[src/hw/rtl/mpm_pkg.sv]
`timescale 1ns / 1ps
// Shared types and constants for the multi-pattern matcher.
// Holds mode and result codes, the controller states and the command/status structs.
// No dependencies.
package mpm_pkg;

  localparam int MAX_NODES_D    = 256;
  localparam int MAX_PATTERNS_D = 32;
  localparam int ALPHABET_D     = 256;
  localparam int POS_WIDTH_D    = 16;

  localparam int RESULT_CAP = 32;
  localparam int ID_W       = 5;
  localparam int SYM_IN_W   = 8;

  localparam logic [1:0] MODE_CLEAR  = 2'd0;
  localparam logic [1:0] MODE_INSERT = 2'd1;
  localparam logic [1:0] MODE_BUILD  = 2'd2;
  localparam logic [1:0] MODE_SCAN   = 2'd3;

  localparam logic [1:0] KIND_INSERT   = 2'd0;
  localparam logic [1:0] KIND_MATCH    = 2'd1;
  localparam logic [1:0] KIND_BUILD    = 2'd2;
  localparam logic [1:0] KIND_OVERFLOW = 2'd3;

  typedef enum logic [4:0] {
    ST_CLR, ST_IDLE, ST_INS_ISSUE, ST_INS_RD, ST_INS_END, ST_INS_TERM,
    ST_B_INIT, ST_B_RDC, ST_B_C, ST_B_F, ST_B_RDW, ST_B_WC, ST_B_T,
    ST_B_NEXTU, ST_B_DQ, ST_B_DONE,
    ST_S_RD, ST_S_C, ST_S_F, ST_S_FIN, ST_S_T, ST_S_PRD, ST_S_PE
  } state_t;

  typedef enum logic [4:0] {
    OP_CLR, OP_IDLE, OP_INS_ISSUE, OP_INS_RD, OP_INS_END, OP_INS_TERM,
    OP_B_INIT, OP_B_RDC, OP_B_C, OP_B_F, OP_B_RDW, OP_B_WC, OP_B_T,
    OP_B_NEXTU, OP_B_DQ, OP_B_DONE,
    OP_S_RD, OP_S_C, OP_S_F, OP_S_FIN, OP_S_T, OP_S_PRD, OP_S_PE
  } op_t;

  typedef struct packed {
    op_t  op;
    logic take;
    logic emit;
  } cmd_t;

  typedef struct packed {
    logic clr_done;
    logic ov;
    logic end_flag;
    logic child_zero;
    logic root;
    logic s_last;
    logic f_zero;
    logic cur_zero;
    logic q_empty;
    logic term;
    logic olink_zero;
    logic cap_last;
    logic out_free;
  } stat_t;

endpackage

[src/hw/rtl/mpm_ctrl.sv]
`timescale 1ns / 1ps
// Sequencer for the matcher: clear pass, insert, link build and scan walks.
// Depends on mpm_pkg.
module mpm_ctrl (
  input  logic          clk,
  input  logic          rst_n,
  input  logic          in_valid,
  input  logic [1:0]    in_mode,
  input  logic          in_pattern_end,
  output logic          in_ready,
  input  mpm_pkg::stat_t stat,
  output mpm_pkg::cmd_t  cmd
);
  import mpm_pkg::*;

  state_t state_r, state_nxt;

  always_ff @(posedge clk) begin
    if (!rst_n) begin
      state_r <= ST_CLR;
    end else begin
      state_r <= state_nxt;
    end
  end

  always_comb begin
    state_nxt = state_r;
    unique case (state_r)
      ST_CLR:       if (stat.clr_done) state_nxt = ST_IDLE;
      ST_IDLE: begin
        if (in_valid) begin
          unique case (in_mode)
            MODE_CLEAR:  state_nxt = ST_CLR;
            MODE_INSERT: begin
              if (!stat.ov) state_nxt = ST_INS_ISSUE;
              else if (in_pattern_end) state_nxt = ST_INS_END;
              else state_nxt = ST_IDLE;
            end
            MODE_BUILD:  state_nxt = ST_B_INIT;
            default:     state_nxt = ST_S_RD;
          endcase
        end
      end
      ST_INS_ISSUE: state_nxt = ST_INS_RD;
      ST_INS_RD:    state_nxt = stat.end_flag ? ST_INS_END : ST_IDLE;
      ST_INS_END: begin
        if (!stat.ov) state_nxt = ST_INS_TERM;
        else if (stat.out_free) state_nxt = ST_IDLE;
      end
      ST_INS_TERM:  if (stat.out_free) state_nxt = ST_IDLE;
      ST_B_INIT:    state_nxt = ST_B_RDC;
      ST_B_RDC:     state_nxt = ST_B_C;
      ST_B_C: begin
        if (!stat.child_zero && !stat.root) state_nxt = ST_B_F;
        else state_nxt = stat.s_last ? ST_B_NEXTU : ST_B_RDC;
      end
      ST_B_F:       state_nxt = ST_B_RDW;
      ST_B_RDW:     state_nxt = ST_B_WC;
      ST_B_WC:      state_nxt = (!stat.child_zero || stat.f_zero) ? ST_B_T : ST_B_F;
      ST_B_T:       state_nxt = stat.s_last ? ST_B_NEXTU : ST_B_RDC;
      ST_B_NEXTU:   state_nxt = stat.q_empty ? ST_B_DONE : ST_B_DQ;
      ST_B_DQ:      state_nxt = ST_B_RDC;
      ST_B_DONE:    if (stat.out_free) state_nxt = ST_IDLE;
      ST_S_RD:      state_nxt = ST_S_C;
      ST_S_C: begin
        if (!stat.child_zero || stat.cur_zero) state_nxt = ST_S_FIN;
        else state_nxt = ST_S_F;
      end
      ST_S_F:       state_nxt = ST_S_RD;
      ST_S_FIN:     state_nxt = ST_S_T;
      ST_S_T: begin
        if (!stat.term || stat.out_free) begin
          state_nxt = stat.olink_zero ? ST_IDLE : ST_S_PRD;
        end
      end
      ST_S_PRD:     state_nxt = ST_S_PE;
      ST_S_PE: begin
        if (stat.out_free) begin
          state_nxt = (stat.olink_zero || stat.cap_last) ? ST_IDLE : ST_S_PRD;
        end
      end
      default:      state_nxt = ST_IDLE;
    endcase
  end

  always_comb begin
    in_ready = (state_r == ST_IDLE);
    cmd.take = (state_r == ST_IDLE) && in_valid;
    cmd.emit = stat.out_free &&
               (((state_r == ST_INS_END) && stat.ov) || (state_r == ST_INS_TERM) ||
                (state_r == ST_B_DONE) || ((state_r == ST_S_T) && stat.term) ||
                (state_r == ST_S_PE));
    unique case (state_r)
      ST_CLR:       cmd.op = OP_CLR;
      ST_IDLE:      cmd.op = OP_IDLE;
      ST_INS_ISSUE: cmd.op = OP_INS_ISSUE;
      ST_INS_RD:    cmd.op = OP_INS_RD;
      ST_INS_END:   cmd.op = OP_INS_END;
      ST_INS_TERM:  cmd.op = OP_INS_TERM;
      ST_B_INIT:    cmd.op = OP_B_INIT;
      ST_B_RDC:     cmd.op = OP_B_RDC;
      ST_B_C:       cmd.op = OP_B_C;
      ST_B_F:       cmd.op = OP_B_F;
      ST_B_RDW:     cmd.op = OP_B_RDW;
      ST_B_WC:      cmd.op = OP_B_WC;
      ST_B_T:       cmd.op = OP_B_T;
      ST_B_NEXTU:   cmd.op = OP_B_NEXTU;
      ST_B_DQ:      cmd.op = OP_B_DQ;
      ST_B_DONE:    cmd.op = OP_B_DONE;
      ST_S_RD:      cmd.op = OP_S_RD;
      ST_S_C:       cmd.op = OP_S_C;
      ST_S_F:       cmd.op = OP_S_F;
      ST_S_FIN:     cmd.op = OP_S_FIN;
      ST_S_T:       cmd.op = OP_S_T;
      ST_S_PRD:     cmd.op = OP_S_PRD;
      ST_S_PE:      cmd.op = OP_S_PE;
      default:      cmd.op = OP_IDLE;
    endcase
  end

endmodule

[config.mk]
export PLATFORM = sky130hd
export DESIGN_NAME = mpm_ctrl
export DESIGN_NICKNAME = d
export VERILOG_FILES = /design/src/hw/rtl/mpm_pkg.sv /design/src/hw/rtl/mpm_ctrl.sv
export SDC_FILE = /design/constraint.sdc
export NUM_CORES = 1
export LEC_CHECK = 0
export ABC_AREA = 1
export BUFFER_PORTS_ARGS = -buffer_cell sky130_fd_sc_hd__buf_2
export CAP_MARGIN = 20
export CORE_ASPECT_RATIO = 1.2
export CORE_UTILIZATION = 47
export DETAILED_ROUTE_END_ITERATION = 6
export GPL_TIMING_DRIVEN = 0
export PLACE_DENSITY = 0.75
export SETUP_SLACK_MARGIN = 0.3
export SLEW_MARGIN = 10
export SYNTH_ARGS = -nofsm -noshare
export SYNTH_HDL_FRONTEND = slang
export SYNTH_SLANG_ARGS = --single-unit
[constraint.sdc]
create_clock -name clk -period 1.3 [get_ports clk]
set_clock_uncertainty 0.05 [all_clocks]
set_input_delay 0 -clock clk [delete_from_list [all_inputs] [get_ports clk]]
set_output_delay 0 -clock clk [all_outputs]
set_load 0.02 [all_outputs]
==> out/summary.txt, run 1 <==
Total GRT Usage -> 28.0%
Synth Net Count -> 202
drt via density -> 5.10
Routed WL -> 3200 µm
Tcrit/Tclk final -> 120%
area share of the largest cell type after synthesis -> 18.9%
total CTS buffers -> 3
Die Wd -> 45.3 µm
Via Count -> 1321
synth top area cells -> dfxtp_1, nand2_1, nor2_1, nand3_1, inv_1
CP arrival -> 1660 ps
syn avg cell area -> 5.78 µm²
leading area contributor after synthesis -> dfxtp_1
worst slew pin tran -> 275 ps
I/O pin total -> 27
library cells used by synthesis -> 24
Synth Cell Area -> 1060 µm²
Cell Rows -> 18
CP max FO -> 5
WS Path Type -> reg -> reg
CTS clock-pin slew for the worst setup and hold paths -> 60 ps
ANT cells -> 0
register area -> 204 µm²
Worst R2R Setup Slack -> -260 ps
Max-cap violations -> 0
vias in the first global route -> 1175
post-route DRC violation count -> 0
Max VDD drop -> 0.00171 V
Post-Place Cell Area -> 1260 µm²
final hold vios -> 0
FILL cells -> 187
failing checks -> setup timing
critical path cell sequence -> buf_6 > buf_12 > nor2_4 > nand3_4 > o21ai_4 > nor2_4 > o21ai_2 > nor2_1
Initial Util -> 50.5%
root buf cell -> clkbuf_4
Yosys Warn Count -> 0
initial antenna violation count -> 0
minimum clock period -> 1560 ps
H-Tree Level Count -> 1
fraction of layout cells with a size suffix above 1 -> 45.4%
RSZ-0062 raised after global routing -> true
Final Setup Violations -> 13
Worst path most repeated cell -> nor2_4
Slew Limit Fails -> 0
Bufs on Longest Clock Path -> 2
buffer and inverter count on the worst path -> 2
first-pass GRT wire length -> 4890 µm
Critical-path top delay cell -> dfxtp_2
final antenna-violating net count -> 0
fmax -> 643 MHz
Routed wire per std cell -> 12.4 µm
relative slew slack -> 81.6%
WHS -> 115 ps
Pwr Density -> 2170 nW/µm²
#FFs+latches synth -> 10
fin worst setup slack -> -255 ps
type of origin of the critical path -> flop
grt total ovfl -> 0
Worst EP required -> 1410 ps
Clk Latency, worst-skew pair -> 260 ps
Largest delay share family, worst path -> simple AND/OR/NAND/NOR gates
Crit. End Element -> flop
status -> complete, but fails checks
die area -> 2450 µm²
CTS tree -> yes
hold crit path type -> in -> reg
core area -> 2090 µm²
design area -> 1540 µm²
DPL Wire Length -> 2280 µm
Layout area overhead -> 45.0%
multi-input logic area -> 796 µm²
largest net degree at the start of global routing -> 9
Seq/Total Area, Yosys -> 18.9%
Clock Sinks -> 10
drt first pass iters -> 4
Die Ht -> 54.0 µm
crit-path max cell delay -> 310 ps
Lkg Pwr -> 0.867 nW
Synth Instances -> 183
Iter 0 DRT Violations -> 50
nets -> 249
routability cong. -> 0.906
Port Buf Inserts -> 26
## sequential cells by signal, summed over array words and instances (netlist names)
signal	cells
cmd	5
state_r	5
## through the flow
| step | power [W] | setup WS [ps] | TNS, ps | utilization, % | instances |
|---|---|---|---|---|---|
| floorplan | 0.00196 | -2.17 | -4.34 | - | 183 |
| finish | 0.00333 | -255 | -2690 | 73.3 | 259 |
| global route | 0.00356 | -346 | -3560 | 73.3 | 259 |
| global placement | 0.00233 | -181 | -1200 | 60.0 | 239 |
| CTS | 0.00315 | -248 | -2480 | 70.7 | 256 |
| detailed placement | 0.00235 | -182 | -1430 | 60.0 | 239 |
## cells by family (layout without fill, tap and decap cells)
logic type / count (synthesis) / in the layout / share of synthesized area [%]
AND/OR/NAND/NOR: 129 / 129 / 59.0
flip-flops: 10 / 10 / 18.9
buffers and inverters: 30 / 76 / 14.8
AO/OA/AOI/OAI: 14 / 14 / 7.33
## repair_timing
action                                  in CTS  in global routing
gates resized for setup                     27                 12
hold endpoints to repair                     4                  0
hold buffers                                 1                  0
endpoints found under the setup margin      13                 13
buffers inserted                            12                  3
pin swaps                                   17                 10
gates cloned                                 0                  0
## cell type report
| type | count | area share, % |
|---|---|---|
| Multi-Input combinational cell | 143 | 51.8 |
| Inverter | 25 | 7.91 |
| Buffer | 5 | 3.91 |
| Sequential cell | 10 | 13.3 |
| Clock buffer | 4 | 2.36 |
| Timing Repair Buffer | 42 | 18.3 |
| Tap cell | 30 | 2.44 |
## path summary, 6_finish.rpt
| check | endpoint | from | cells past startpoint |
|---|---|---|---|
| worst min register to register | cmd[2] | state_r[0] | 4 |
| worst max-delay path | state_r[0] | state_r[2] | 8 |
| worst max register to register | state_r[0] | state_r[2] | 8 |
| worst min-delay path | cmd[4] | in_valid | 5 |
## synth_stat cells (all sizes together)
cell type	number
dfxtp	10
buf	5
o21ai	11
nor2	51
a21oi	3
nand4	1
nand2	54
nand3	21
nor3	2
inv	25
## cells in the final DEF (no fill, tap or decap), types with 6 or more instances in the layout
cell	n
dfxtp_1	7
inv_1	14
nand2_2	14
inv_2	6
nand3_1	16
buf_2	23
nand2_1	37
nor2_1	40
nor2_2	6
buf_4	15
buf_6	6
## tightest hold or removal path, delay by kind of cell
kind                   cells  cell delay [ps]
buffers and inverters      2              180
AND/OR/NAND/NOR            2              130
AO/OA/AOI/OAI              1               80
## where the power goes
group / switching (W) / internal (W) / leakage, nW / total [W]
clock: 0.0000999 / 0.000170 / 0.0210 / 0.000270
sequential: 0.0000361 / 0.000421 / 0.0833 / 0.000457
combinational: 0.00155 / 0.00105 / 0.763 / 0.00261
## routing by layer
layer  global-route usage (%)  wire, µm  vias to the layer above
li1                         -         -                      659
met4                     13.6       108                        0
met2                     52.4      1720                       64
met3                     2.68       165                       12
met5                        0         0                        -
met1                     30.9      1210                      586
No activity file was read; power rests on OpenSTA's default activity.
==> run 2: changes to the inputs <==
--- a/config.mk
+++ b/config.mk
@@ -8,9 +8,9 @@
 export ABC_AREA = 1
 export BUFFER_PORTS_ARGS = -buffer_cell sky130_fd_sc_hd__buf_2
 export CAP_MARGIN = 20
-export CORE_ASPECT_RATIO = 1.2
 export CORE_UTILIZATION = 47
 export DETAILED_ROUTE_END_ITERATION = 6
+export GPL_ROUTABILITY_DRIVEN = 0
 export GPL_TIMING_DRIVEN = 0
 export PLACE_DENSITY = 0.75
 export SETUP_SLACK_MARGIN = 0.3
==> run 2 against run 1 <==
  * The run still ends with setup timing left
  * Global-route usage fell by 2.5 points
  * Combinational power fell by 3%
  * Cell area fell by 1.4%
  * Routed wire length fell by 2.6%
  * Cell count fell by 2.7%
  * Total power fell by 3.8%
  * Die area barely moved
  * Clock power fell by 27%
  * Critical path type is now reg -> out
  * Largest power group unchanged
  * Highest routed layer unchanged
==> out/summary.txt, run 2 (synthesized netlist as in run 1, its figures left out) <==
failing checks -> setup timing
worst r2r dst -> state_r[0]
Int Pwr -> 0.00157 W
Via Count -> 1321
I/O pin total -> 27
hold crit path type -> in -> reg
CP max FO -> 6
Seq pwr share -> 14.6%
Die Wd -> 49.5 µm
DPL Wire Length -> 2240 µm
Pwr Density -> 2120 nW/µm²
type of origin of the critical path -> flop
Bufs on Longest Clock Path -> 2
CTS tree -> yes
buffer and inverter count on the worst path -> 4
Max VDD drop -> 0.00171 V
Post-Place Cell Area -> 1250 µm²
Slew Limit Fails -> 0
RR Startpoint -> state_r[0]
fraction of layout cells with a size suffix above 1 -> 45.3%
status -> complete, but fails checks
final antenna-violating net count -> 0
RSZ-0062 raised after global routing -> true
total CTS buffers -> 3
FILL cells -> 170
largest net degree at the start of global routing -> 9
post-route DRC violation count -> 0
ANT cells -> 0
worst slew pin tran -> 263 ps
Total GRT Usage -> 25.5%
Cell Rows -> 16
fmax -> 662 MHz
Initial Util -> 51.8%
Largest delay share family, worst path -> buffers and inverters
clock power share -> 6.1%
Worst Hold End -> cmd[4]
Hold Path Origin -> in_valid
WHS -> 118 ps
Worst R2R Setup Slack -> -210 ps
WS Path Type -> reg -> out
Die Ht -> 49.5 µm
nets -> 246
Port Buf Inserts -> 26
design area -> 1510 µm²
Routed wire per std cell -> 12.4 µm
CTS clock-pin slew for the worst setup and hold paths -> 60 ps
root buf cell -> clkbuf_4
CP arrival -> 1460 ps
Final Setup Violations -> 12
switching power -> 0.00164 W
core area -> 2040 µm²
Lkg Pwr -> 0.843 nW
critical path cell sequence -> buf_8 > inv_8 > nand2_4 > nor2_4 > nand2_2 > o21ai_2 > o21ai_2 > inv_2 > buf_6
die area -> 2450 µm²
crit-path max cell delay -> 320 ps
Critical-path top delay cell -> dfxtp_2
Worst EP required -> 1250 ps
Util after Layout -> 74.1%
Tcrit/Tclk final -> 116%
initial antenna violation count -> 0
grt total ovfl -> 0
Sw Share -> 51.2%
relative slew slack -> 82.3%
Layout area overhead -> 43.0%
drt via density -> 5.24
Crit. End Element -> primary output
Iter 0 DRT Violations -> 48
minimum clock period -> 1510 ps
Worst R2R Path Depth -> 10
first-pass GRT wire length -> 4770 µm
Max-cap violations -> 0
fin worst setup slack -> -211 ps
Final TNS setup -> -2070 ps
final hold vios -> 0
vias in the first global route -> 1169
H-Tree Level Count -> 1
Routed WL -> 3120 µm
Worst path most repeated cell -> o21ai_2
drt first pass iters -> 4
Clk Latency, worst-skew pair -> 250 ps
Clock Sinks -> 10
combinational power share -> 79.3%
Hold Crit Depth -> 5
commonest non-fill, non-tap cells in the layout -> nand2_1, nor2_1, buf_2
-- run 2: area by class of cell --
type | instances | area, µm² | area share (%)
clock buffer | 3 | 22.5 | 1.49
inverter | 25 | 116 | 7.69
sequential | 10 | 204 | 13.5
tap | 27 | 33.8 | 2.23
buffer | 5 | 67.6 | 4.46
multi-input combinational | 143 | 805 | 53.1
timing repair buffer | 39 | 265 | 17.5
-- run 2: metal layers --
metal	GRT usage, %	part of all wire (%)
met5	0	0
met4	6.19	0.96
met3	5.56	9.2
met2	46.3	53
met1	30.2	37
-- run 2: worst reg2reg max path: stages, from the launching register on --
cell and delay [ps]:
dfxtp_2 320, buf_8 140, inv_8 80, nand2_4 60, nor2_4 150, buf_6 140, nand2_2 70, o21ai_4 90
nor2_4 70, o21ai_1 170, nor2_1 70
-- run 2: power by group through the flow --
stage               clock (W)  combinational (W)  sequential, W
finish               0.000196            0.00254       0.000467
global route         0.000220            0.00273       0.000478
CTS                  0.000202            0.00232       0.000455
detailed placement          0            0.00189       0.000455
global placement            0            0.00186       0.000452
floorplan                   0            0.00143       0.000521
-- run 2: timing repair --
item | in CTS | in global routing
hold buffers | 1 | 0
pin swaps | 8 | 10
endpoints found under the hold margin | 2 | 0
gates resized for setup | 19 | 25
buffers inserted | 10 | 2
endpoints found under the setup margin | 13 | 13
-- run 2: how the worst max path moves through the flow --
| stage | to | cells after the start | slack [ps] | start |
|---|---|---|---|---|
| 6_report | cmd[0] | 9 | -210 | state_r[0] |
| 5_1_grt | state_r[0] | 12 | -300 | state_r[0] |
| 4_1_cts | cmd[0] | 9 | -200 | state_r[0] |
| 3_5_place_dp | state_r[0] | 8 | -190 | state_r[0] |
| 3_3_place_gp | cmd[2] | 12 | -160 | state_r[2] |
| 2_1_floorplan | cmd[2] | 8 | -2 | state_r[2] |
-- run 2: per-stage QoR --
step	cells	power, W	worst slack [ps]
2_1_floorplan	183	0.00196	-2.17
6_report	252	0.00321	-211
4_1_cts	250	0.00298	-202
3_5_place_dp	236	0.00235	-186
3_3_place_gp	236	0.00231	-163
5_1_grt	252	0.00343	-299
==> run 3: changes to the inputs <==
--- a/config.mk
+++ b/config.mk
@@ -6,7 +6,7 @@
 export NUM_CORES = 1
 export LEC_CHECK = 0
 export ABC_AREA = 1
-export BUFFER_PORTS_ARGS = -buffer_cell sky130_fd_sc_hd__buf_2
+export BUFFER_PORTS_ARGS = -buffer_cell sky130_fd_sc_hd__buf_4
 export CAP_MARGIN = 20
 export CORE_UTILIZATION = 47
 export DETAILED_ROUTE_END_ITERATION = 6
==> constraint.sdc (replaced) <==
create_clock -name clk -period 1.36 [get_ports clk]
set_clock_uncertainty 0.05 [all_clocks]
set_input_delay 0 -clock clk [delete_from_list [all_inputs] [get_ports clk]]
set_output_delay 0 -clock clk [all_outputs]
set_load 0.02 [all_outputs]
==> run 3 against run 2 <==
  * The flow still finishes with violations (setup timing)
  * Non-clock buffer count increased by 1
  * Sequential power decreased by 4%
  * Sequential share of layout area decreased by 1.2 points
  * Total power increased by 5.9%
  * Clock power decreased by 4%
  * Core utilization increased by 8.0 points
  * Via count increased by 10%
==> out/summary.txt, run 3 (synthesized netlist as in run 1, its figures left out) <==
initial antenna violation count -> 0
Tcrit/Tclk final -> 119%
fmax -> 617 MHz
largest net degree at the start of global routing -> 9
CP arrival -> 1570 ps
die area -> 2450 µm²
Die Wd -> 49.5 µm
type of origin of the critical path -> flop
Lkg Pwr -> 0.911 nW
hold crit path type -> in -> reg
WS Path Type -> reg -> out
I/O pin total -> 27
Worst EP required -> 1310 ps
Clk Latency, worst-skew pair -> 260 ps
Non-Filler Instances -> 253
vias in the first global route -> 1263
Bufs on Longest Clock Path -> 2
Layout area overhead -> 58.4%
drt via density -> 5.74
CP max FO -> 5
CTS clock-pin slew for the worst setup and hold paths -> 60 ps
relative slew slack -> 78.4%
Hold Crit Depth -> 5
Slew Limit Fails -> 0
cell count after placement -> 236
Util after Layout -> 82.1%
ANT cells -> 0
root buf cell -> clkbuf_4
Iter 0 DRT Violations -> 87
Cell Rows -> 16
final hold vios -> 0
drt first pass iters -> 7
Initial Util -> 51.8%
failing checks -> setup timing
Pwr Density -> 2030 nW/µm²
FILL cells -> 143
final antenna-violating net count -> 0
worst slew pin tran -> 323 ps
post-route DRC violation count -> 0
core area -> 2040 µm²
total CTS buffers -> 3
grt total ovfl -> 0
commonest non-fill, non-tap cells in the layout -> nand2_1, nor2_1, buf_4
Via Count -> 1453
RSZ-0062 raised after global routing -> true
Max VDD drop -> 0.00159 V
fraction of layout cells with a size suffix above 1 -> 50.4%
Worst R2R Path Depth -> 10
first-pass GRT wire length -> 5390 µm
Final TNS setup -> -1960 ps
register area -> 205 µm²
Die Ht -> 49.5 µm
nets -> 247
Final Setup Violations -> 12
CTS tree -> yes
DPL Wire Length -> 2260 µm
H-Tree Level Count -> 1
Routed wire per std cell -> 15.1 µm
status -> complete, but fails checks
Total GRT Usage -> 29.1%
minimum clock period -> 1620 ps
Clock Sinks -> 10
Crit. End Element -> primary output
Max-cap violations -> 0
fin worst setup slack -> -262 ps
multi-input logic area -> 890 µm²
Port Buf Inserts -> 26
Routed WL -> 3820 µm
run 3: cell count changes in the layout (fill, tap and decap cells not counted), sizes merged:
cell  delta
buf      +1
run 3: final cells by class:
type                            count  share of cell area [%]
Multi-Input combinational cell    143                    53.1
Clock buffer                        3                    1.34
Sequential cell                    10                    12.2
Buffer                              5                    3.58
Inverter                           25                    7.09
Timing Repair Buffer               40                    20.7
Tap cell                           27                    2.01
run 3: critical path, stage by stage (launching register included):
cell and delay (ps):
dfxtp_2 320, buf_6 140, inv_8 40, nor2_8 140
buf_12 120, nand3_4 100, nor2_1 210, o21ai_2 80
inv_2 60, buf_6 110
run 3: final timing paths:
| kind | start | to | slack, ps |
|---|---|---|---|
| setup / recovery | state_r[2] | cmd[0] | -260 |
| hold reg to reg | state_r[0] | state_r[0] | 760 |
| hold / removal | in_valid | cmd[4] | 120 |
| setup reg to reg | state_r[2] | state_r[2] | -220 |
run 3: per-stage QoR:
stage	total power, W	worst slack, ps	area (µm²)	hold slack [ps]
after floorplan	0.00187	57.8	1090	61.5
after global routing	0.00359	-307	1680	128
final	0.00340	-262	1680	117
after global placement	0.00228	-107	1320	185
after detailed placement	0.00230	-125	1320	184
after CTS	0.00298	-190	1560	101
run 3: metal layers:
layer  track usage (%)  part of all wire, %
met1              34.6                   35
met2              51.6                   51
met3              5.56                  8.7
met4              10.5                  5.0
met5                 0                    0
run 3: where the power goes:
| part | switching, W | leakage [nW] | internal (W) |
|---|---|---|---|
| registers | 0.0000437 | 0.0835 | 0.000405 |
| logic | 0.00165 | 0.813 | 0.00111 |
| clock network | 0.0000868 | 0.0138 | 0.000101 |
| total | 0.00178 | 0.911 | 0.00162 |
run 3: what timing repair did:
action                                  in CTS  in global routing
pin swaps                                   15                  8
endpoints found under the setup margin      13                 13
buffers inserted                            12                  1
gates resized for setup                     31                 30
hold endpoints to repair                     4                  0
hold buffers                                 1                  0
